### src/hdl/tpf_pkg.sv
// ----------------------------------------------------------------------------
// tpf_pkg
// Shared constants, types and single-precision arithmetic helpers for the
// tan(pi*x) pipeline: split add and multiply steps and a common round/pack.
// ----------------------------------------------------------------------------
package tpf_pkg;

  localparam logic [31:0] QuietBit = 32'h0040_0000;
  localparam logic [31:0] CanonNan = 32'h7fc0_0000;
  localparam logic [31:0] PosInf   = 32'h7f80_0000;
  localparam logic [31:0] NegInf   = 32'hff80_0000;
  localparam logic [31:0] OneF     = 32'h3f80_0000;
  localparam logic [31:0] QuarterF = 32'h3e80_0000;
  localparam logic [31:0] ThreeQF  = 32'h3f40_0000;
  localparam logic [31:0] NegHalfF = 32'hbf00_0000;
  localparam logic [31:0] NegOneF  = 32'hbf80_0000;
  localparam logic [31:0] CoefA    = 32'h4049_0fda;
  localparam logic [31:0] CoefB    = 32'h403e_1b93;
  localparam logic [31:0] CoefC    = 32'h4087_8857;
  localparam logic [31:0] CoefD    = 32'h3f72_4cd0;

  localparam int DivSteps  = 3;
  localparam int DivStages = 9;

  typedef logic signed [9:0] exp_t;

  typedef struct packed {
    logic        s;
    exp_t        e;
    logic [50:0] sum;
    logic        st;
  } add_mid_t;

  typedef struct packed {
    logic        s;
    exp_t        e;
    logic [47:0] p;
  } mul_mid_t;

  typedef struct packed {
    logic        special;
    logic [31:0] special_res;
    logic        int_even;
    logic        neg_flip;
    logic        cot;
  } side_t;

  function automatic exp_t unpack_e(logic [31:0] a);
    exp_t r;
    if (a[30:23] == 8'd0) r = -exp_t'(126);
    else r = exp_t'({2'b00, a[30:23]}) - exp_t'(127);
    return r;
  endfunction

  function automatic logic [23:0] unpack_m(logic [31:0] a);
    return {a[30:23] != 8'd0, a[22:0]};
  endfunction

  function automatic logic [6:0] lzc64(logic [63:0] v);
    logic [6:0] r;
    r = 7'd64;
    for (int i = 0; i < 64; i++) begin
      if (v[i]) r = 7'(63 - i);
    end
    return r;
  endfunction

  // value = m / 2^26 * 2^e, m[26] set unless zero
  function automatic logic [31:0] round_pack(logic s, exp_t e, logic [26:0] m, logic st);
    logic signed [11:0] be;
    logic [8:0]         sh;
    logic [26:0]        mm;
    logic [7:0]         fld;
    logic               sticky;
    logic               inc;
    logic [30:0]        mag;
    logic [31:0]        r;
    be     = {{2{e[9]}}, e} + 12'sd127;
    sticky = st;
    mm     = m;
    fld    = be[7:0];
    sh     = '0;
    if (m == 27'd0) begin
      r = {s, 31'd0};
    end else if (be >= 12'sd255) begin
      r = {s, 8'hff, 23'd0};
    end else begin
      if (be <= 12'sd0) begin
        sh     = 9'(12'sd1 - be);
        sticky = st | (|(m & ((27'd1 << sh) - 27'd1)));
        mm     = m >> sh;
        fld    = 8'd0;
      end
      inc = mm[2] & (mm[1] | mm[0] | sticky | mm[3]);
      mag = {fld, mm[25:3]} + 31'(inc);
      r   = {s, mag};
    end
    return r;
  endfunction

  function automatic add_mid_t fadd_a(logic [31:0] a, logic [31:0] b);
    logic [31:0] x;
    logic [31:0] y;
    exp_t        ex;
    exp_t        ey;
    logic [9:0]  d;
    logic [49:0] big;
    logic [49:0] sml;
    logic [49:0] shf;
    logic        st;
    logic [50:0] sum;
    add_mid_t    r;
    if (b[30:0] > a[30:0]) begin
      x = b;
      y = a;
    end else begin
      x = a;
      y = b;
    end
    ex  = unpack_e(x);
    ey  = unpack_e(y);
    d   = 10'(ex - ey);
    big = {unpack_m(x), 26'd0};
    sml = {unpack_m(y), 26'd0};
    st  = |(sml & ((50'd1 << d) - 50'd1));
    shf = sml >> d;
    if (x[31] ^ y[31]) sum = {1'b0, big} - {1'b0, shf} - 51'(st);
    else sum = {1'b0, big} + {1'b0, shf};
    r.s   = (sum == 51'd0 && !st) ? (x[31] & y[31]) : x[31];
    r.e   = ex;
    r.sum = sum;
    r.st  = st;
    return r;
  endfunction

  function automatic logic [31:0] fadd_b(add_mid_t a);
    logic [6:0]  lz;
    logic [50:0] n;
    exp_t        e;
    lz = lzc64({a.sum, 13'd0});
    n  = a.sum << lz;
    e  = a.e + exp_t'(1) - exp_t'({3'b000, lz});
    return round_pack(a.s, e, n[50:24], (|n[23:0]) | a.st);
  endfunction

  function automatic mul_mid_t fmul_a(logic [31:0] a, logic [31:0] b);
    mul_mid_t r;
    r.s = a[31] ^ b[31];
    r.e = unpack_e(a) + unpack_e(b) + exp_t'(1);
    r.p = unpack_m(a) * unpack_m(b);
    return r;
  endfunction

  function automatic logic [31:0] fmul_b(mul_mid_t a);
    logic [6:0]  lz;
    logic [47:0] n;
    exp_t        e;
    lz = lzc64({a.p, 16'd0});
    n  = a.p << lz;
    e  = a.e - exp_t'({3'b000, lz});
    return round_pack(a.s, e, n[47:21], |n[20:0]);
  endfunction

endpackage

### src/hdl/tpf_div.sv
// ----------------------------------------------------------------------------
// tpf_div
// Pipelined single-precision divider, three quotient bits per stage, with
// final zero, pole and sign fix-up and a special-value select; pole sign,
// sign flip and special result come from the sideband.
module tpf_div (
  input  logic          clk_i,
  input  logic          rst_ni,
  input  logic          en_i,
  input  logic          valid_i,
  input  logic [31:0]   top_i,
  input  logic [31:0]   bot_i,
  input  tpf_pkg::side_t side_i,
  output logic          valid_o,
  output logic [31:0]   result_o
);
  import tpf_pkg::*;

  typedef struct packed {
    logic        s;
    exp_t        e;
    logic [23:0] mb;
    logic [24:0] rem;
    logic [26:0] q;
    logic        zt;
    logic        zb;
    side_t       sd;
  } div_stage_t;

  function automatic div_stage_t div_iter(div_stage_t a);
    div_stage_t r;
    r = a;
    for (int k = 0; k < DivSteps; k++) begin
      if (r.rem >= {1'b0, r.mb}) begin
        r.q   = {r.q[25:0], 1'b1};
        r.rem = r.rem - {1'b0, r.mb};
      end else begin
        r.q = {r.q[25:0], 1'b0};
      end
      r.rem = {r.rem[23:0], 1'b0};
    end
    return r;
  endfunction

  div_stage_t          st_q [DivStages+1];
  logic [DivStages:0]  dv_q;
  div_stage_t          st0_d;
  logic [23:0]         mt;
  logic [23:0]         mbn;
  logic [6:0]          lzt;
  logic [6:0]          lzb;
  div_stage_t          fin;
  logic [26:0]         mq;
  exp_t                eq;
  logic [31:0]         rp;
  logic [31:0]         res;

  always_comb begin
    lzt          = lzc64({unpack_m(top_i), 40'd0});
    lzb          = lzc64({unpack_m(bot_i), 40'd0});
    mt           = 24'(unpack_m(top_i) << lzt);
    mbn          = 24'(unpack_m(bot_i) << lzb);
    st0_d.s      = top_i[31] ^ bot_i[31];
    st0_d.e      = (unpack_e(top_i) - exp_t'({3'b000, lzt}))
                 - (unpack_e(bot_i) - exp_t'({3'b000, lzb}));
    st0_d.mb     = mbn;
    st0_d.rem    = {1'b0, mt};
    st0_d.q      = '0;
    st0_d.zt     = top_i[30:0] == 31'd0;
    st0_d.zb     = bot_i[30:0] == 31'd0;
    st0_d.sd     = side_i;
  end

  always_ff @(posedge clk_i or negedge rst_ni) begin
    if (!rst_ni) begin
      dv_q <= '0;
    end else if (en_i) begin
      dv_q <= {dv_q[DivStages-1:0], valid_i};
    end
  end

  always_ff @(posedge clk_i) begin
    if (en_i) begin
      st_q[0] <= st0_d;
    end
  end

  for (genvar g = 1; g <= DivStages; g++) begin : g_iter
    always_ff @(posedge clk_i) begin
      if (en_i) begin
        st_q[g] <= div_iter(st_q[g-1]);
      end
    end
  end

  always_comb begin
    fin = st_q[DivStages];
    if (fin.q[26]) begin
      mq = fin.q;
      eq = fin.e;
    end else begin
      mq = {fin.q[25:0], 1'b0};
      eq = fin.e - exp_t'(1);
    end
    rp = round_pack(fin.s, eq, mq, |fin.rem);
    if (fin.zt) rp = {fin.s, 31'd0};
    if (fin.zb || rp[30:0] == PosInf[30:0]) begin
      rp = fin.sd.int_even ? PosInf : NegInf;
    end
    if (fin.sd.neg_flip) rp = {~rp[31], rp[30:0]};
    res = fin.sd.special ? fin.sd.special_res : rp;
  end

  assign valid_o  = dv_q[DivStages];
  assign result_o = res;

endmodule

### config.mk
export PLATFORM = sky130hd
export DESIGN_NAME = tpf_div
export DESIGN_NICKNAME = d
export VERILOG_FILES = /design/src/hdl/tpf_pkg.sv /design/src/hdl/tpf_div.sv
export SDC_FILE = /design/constraint.sdc
export NUM_CORES = 2
export LEC_CHECK = 0
export BUFFER_PORTS_ARGS = -buffer_cell sky130_fd_sc_hd__buf_2
export CORE_MARGIN = 2
export CORE_UTILIZATION = 60
export DETAILED_ROUTE_END_ITERATION = 8
export PLACE_DENSITY = 0.79
export SYNTH_ARGS = -nofsm -noshare
export SYNTH_HDL_FRONTEND = slang
export SYNTH_SLANG_ARGS = --single-unit
### constraint.sdc
create_clock -name clk_i -period 20.7 [get_ports clk_i]
set_input_delay 3.105 -clock clk_i [delete_from_list [all_inputs] [get_ports clk_i]]
set_output_delay 3.105 -clock clk_i [all_outputs]
set_load 0.05 [all_outputs]
==> Word-level counts from Yosys, hierarchy flattened <==
Memories as Yosys holds them, arrays and structs flattened.
Cells that the tools add are included.
{ "op_classes": {"muxes": 160, "shifts": 4, "multipliers": 0, "order_cmp": 29, "bitwise": 8, "div_mod_pow": 0, "add_sub_neg": 37, "eq_ne": 1, "reduce_logical": 10} }
{ "op_table": {"columns": ["op", "n"], "rows": [
  ["24-bit two-way mux", 54],
  ["25-bit by 24-bit >= comparator with 1-bit output", 27],
  ["24-bit subtractor", 27],
  ["7-bit two-way mux", 48],
  ["27-bit two-way mux", 10],
  ["32-bit two-way mux", 4],
  ["31-bit two-way mux", 3],
  ["26-bit two-way mux", 3],
  ["31-bit zero test", 2],
  ["24-bit by 7-bit << shifter with 24-bit output", 2],
  ["1-bit two-way mux", 32],
  ["31-bit by 1-bit adder with 31-bit output", 1],
  ["31-bit == test (second input constant)", 1],
  ["10-bit two-way mux", 3],
  ["27-bit AND", 1],
  ["27-bit zero test", 1],
  ["27-bit OR reduction", 1],
  ["1-bit by 9-bit << shifter with 27-bit output (first input constant)", 1],
  ["27-bit by 9-bit >> shifter with 26-bit output", 1],
  ["27-bit by 1-bit subtractor with 27-bit output (second input constant)", 1],
  ["25-bit OR reduction", 1],
  ["8-bit two-way mux", 3],
  ["10-bit by 8-bit subtractor with 10-bit output", 2],
  ["8-bit by 7-bit subtractor with 9-bit output (second input constant)", 2],
  ["other kinds (13)", 18]
]} }
{ "totals": {"latchBits": 0, "memories": 1, "output_inout_bits": 33, "mem_bits_ro": 0, "inputBits": 104, "ff_bits": 10, "wordCells": 251, "ramBits": 1250} }
{ "mem_list": {"columns": ["name", "words", "word_bits", "read_ports", "rd_ports_with_merged_regs", "wr", "line", "source"], "rows": [
  ["st_q", 10, 125, 10, 0, 10, "tpf_div.sv:45", "div_stage_t st_q [DivStages+1];"]
]} }

==> Logic depth before layout (Yosys ltp) <==
{ "logic_depth": {"word_depth": 26, "depth_mapped": 57} }

==> Least setup slack after synthesis <==
Ideal clock, no wire load.
{ "synth_path": {"path_kind": "reg2out", "start": "mem st_q[9][64] in the netlist's numbering", "end": "out result_o[9]", "arrival_ps": 9314, "path_stages_with_launch": 35, "path_buffers": 11, "slack_ps": 8281, "cell_sequence": "edfxtp_1 buf_2 buf_2 buf_1 buf_2 buf_2 buf_2 buf_1 a21o_1 ha_1 clkinv_1 buf_1 clkbuf_1 ha_1 inv_1 a311oi_1 nand4_1 o211ai_1 xor2_1 a221oi_2 nand3_2 o32ai_2 and2_1 ha_1 inv_1 nor3_2 nor4b_4 nand4_1 xnor2_1 o21ai_0 and3_1 a41o_1 buf_6 buf_6 o41ai_1"} }
{ "synth_lines": {"columns": ["item", "line", "source"], "rows": [
  ["start, declared", "tpf_div.sv:45", null],
  ["end, declared", "tpf_div.sv:15", "output logic [31:0] result_o"]
]} }

==> reports/results.ini <==
[status]
status=complete, no violations

[finish]
multi_input_area_sq_um=42100
final_util=0.654
drive_above_1_share=0.105
num-fill-cells=9950
register_area_sq_um=32400
area_delta_synth_final_pct=8.01
fin_nets=8519

[setup_path]
max_stage_delay_ns=0.62
critPathLaunchType=register
worstPathMaxFanout=34
cp-end-kind=register
arrival_ns=14.64
cp.required_ns=21.21
cpMaxStageDelayCell=edfxtp_1
crit_path_frequent_cell=o21ai_0
criticalPathCategory=register to register

[sta]
drv_slew=0
finalSetupViolCount=0
relSlewSlack=0.199
worst_pin_slew_ns=1.20
hold_violations=0
period_needed_ns=14.14
tns_ns=0
skew_ns=0.0740
fin_crit_sh=0.683
fmax_mhz=70.7
rsz0062_at_grt=no
worst_slack_ns=6.56

[placement]
portBuffers=135
place_ws_ns=6.97
gp_congestion=0.950
hpwl_um=151000

[global_route]
grt_max_degree=215
grt_pass1_wl_um=310000
antenna_found_initial=4
overflow=0
grt_pass1_vias=57100
track_usage=0.296

[clock_tree]
numCtsBuffers=109
post_cts_buffers=0
clk_pin_slew_ns=0.07
clk_latency_ns=0.77
ctsLongestPathBuffers=3
cts_root_buffer=clkbuf_16
clock-sinks=1081
cts_tree=done
holdBufCountCts=0
cts-resized-gates=0
htreeDepth=3

[drt]
via_per_inst=6.29
ant_nets=0
wl_per_cell_um=21.0
dr.pass1.iters=6
drt_iter0_drc=4940
vias=59700
routed_wl_um=200000
drc=0

[synthesis]
seq_area_frac_synth=0.419
yosysWarnings=0
yosysTopAreaCellShare=0.416
synth-edff-count=1071
syn_area_per_cell_sq_um=10.1
async_reset_ff_frac=0.00925
synth_cells=7628
yosys_most_used_dff=edfxtp_1
synthDistinctLibCells=114
yosys.area.top_type=edfxtp_1
yosys-top-cells-area=edfxtp_1 (42%), ha_1 (11%), mux2_2 (4.7%), xnor2_1 (3.7%), a21oi_1 (3.4%)
synth-seq-cells=1081
syn_nets=8412
syn_area_sq_um=77400

[floorplanning]
num_rows=131
die_x_um=363
fp.dieArea_sq_um=132000
die_h_um=363
coreArea_sq_um=128000
start_util=0.605
io_pins=137

[worst_hold_path]
hold_class=register to register

[job]
cap_violations=0

-- routing by layer --
layer,global-route usage,vias to the layer above,wire [um]
met2,0.515,2069,97600
met3,0.0334,448,11700
met5,0,-,8
li1,-,28600,-
met1,0.378,28500,82100
met4,0.117,2,8170
-- through the flow --
step	instance area, sq um	hold WS, ns	cells
2_1_floorplan	77400	0.400	7628
3_3_place_gp	79900	0.400	9286
3_5_place_dp	79900	0.405	9286
4_1_cts	83600	0.380	9490
5_1_grt	83600	0.380	9490
6_report	83600	0.392	9493
-- sequential cells by signal, summed over array words and instances, names as in the netlist --
signal  cells
dv_q       10
st_q     1071
-- cell type report --
type / instances / area share
multi-input combinational: 5773 / 0.504
antenna: 3 / 0.0000898
clock buffer: 128 / 0.0335
inverter: 580 / 0.0260
timing repair buffer: 190 / 0.0136
clock inverter: 76 / 0.0106
sequential: 1081 / 0.388
tap: 1662 / 0.0249
-- Yosys cell counts (24+ instances only) --
| cell | number |
|---|---|
| a211o_1 | 30 |
| a211oi_1 | 49 |
| a21boi_0 | 94 |
| a21o_1 | 240 |
| a21oi_1 | 532 |
| a22oi_1 | 24 |
| a31oi_1 | 59 |
| and2_1 | 40 |
| and3_1 | 49 |
| clkbuf_1 | 151 |
| edfxtp_1 | 1071 |
| ha_1 | 658 |
| inv_1 | 570 |
| mux2_2 | 321 |
| mux2i_1 | 154 |
| nand2_1 | 522 |
| nand2b_1 | 64 |
| nand3_1 | 153 |
| nand4_1 | 133 |
| nor2_1 | 585 |
| nor2b_1 | 106 |
| nor3_1 | 172 |
| nor4_1 | 61 |
| o211ai_1 | 40 |
| o21a_1 | 73 |
| o21ai_0 | 432 |
| o21bai_1 | 86 |
| o22ai_1 | 27 |
| o31ai_1 | 72 |
| or2_2 | 43 |
| or3_1 | 65 |
| xnor2_1 | 331 |
| xor2_1 | 171 |
-- cells in the final DEF (no fill, tap or decap), drive strengths merged, types with 154 or more instances in the layout --
cell type,n
xnor2,333
nand2,523
o21ai,443
nand3,155
buf,190
ha,658
mux2i,154
nor2,585
a21o,240
a21oi,532
inv,583
mux2,321
nor3,175
xor2,171
edfxtp,1071
-- critical path, delay by kind of cell (launching register included) --
family,cells,cell delay [ns]
DFF,1,0.62
and+or+nand+nor,6,1.62
buffers and inverters,6,1.54
AOI/OAI and AO/OA,39,8.91
muxes,1,0.23
adders and majority gates,3,0.92
-- path summary, 6_finish.rpt --
path	from	to	slack [ns]	depth (start not counted)
worst min register to register	st_q[3][114]	st_q[4][114]	0.39	0
worst max register to register	st_q[3][91]	st_q[4][88]	6.56	55
min in group asynchronous	rst_ni	dv_q[8]	2.19	1
max in group asynchronous	rst_ni	dv_q[4]	18.33	1
worst max-delay path	st_q[3][91]	st_q[4][88]	6.56	55
worst min-delay path	st_q[3][114]	st_q[4][114]	0.39	0
-- cells by family (layout without fill, tap and decap cells) --
kind of cell             after synthesis  count (layout)  share of synthesized area
AO/OA/AOI/OAI                       2002            2002                      0.169
XOR/XNOR                             506             506                     0.0578
adder cells (fa/ha/maj)              680             680                      0.112
buffers and inverters                774             974                     0.0383
flip-flops                          1081            1081                      0.419
multiplexers                         498             498                     0.0733
other                                  0               3                          0
AND/OR/NAND/NOR                     2087            2087                      0.131
Power is left out: the tool's default activity adds up to more than one toggle a clock period on the data nets, which glitch-free logic cannot reach.
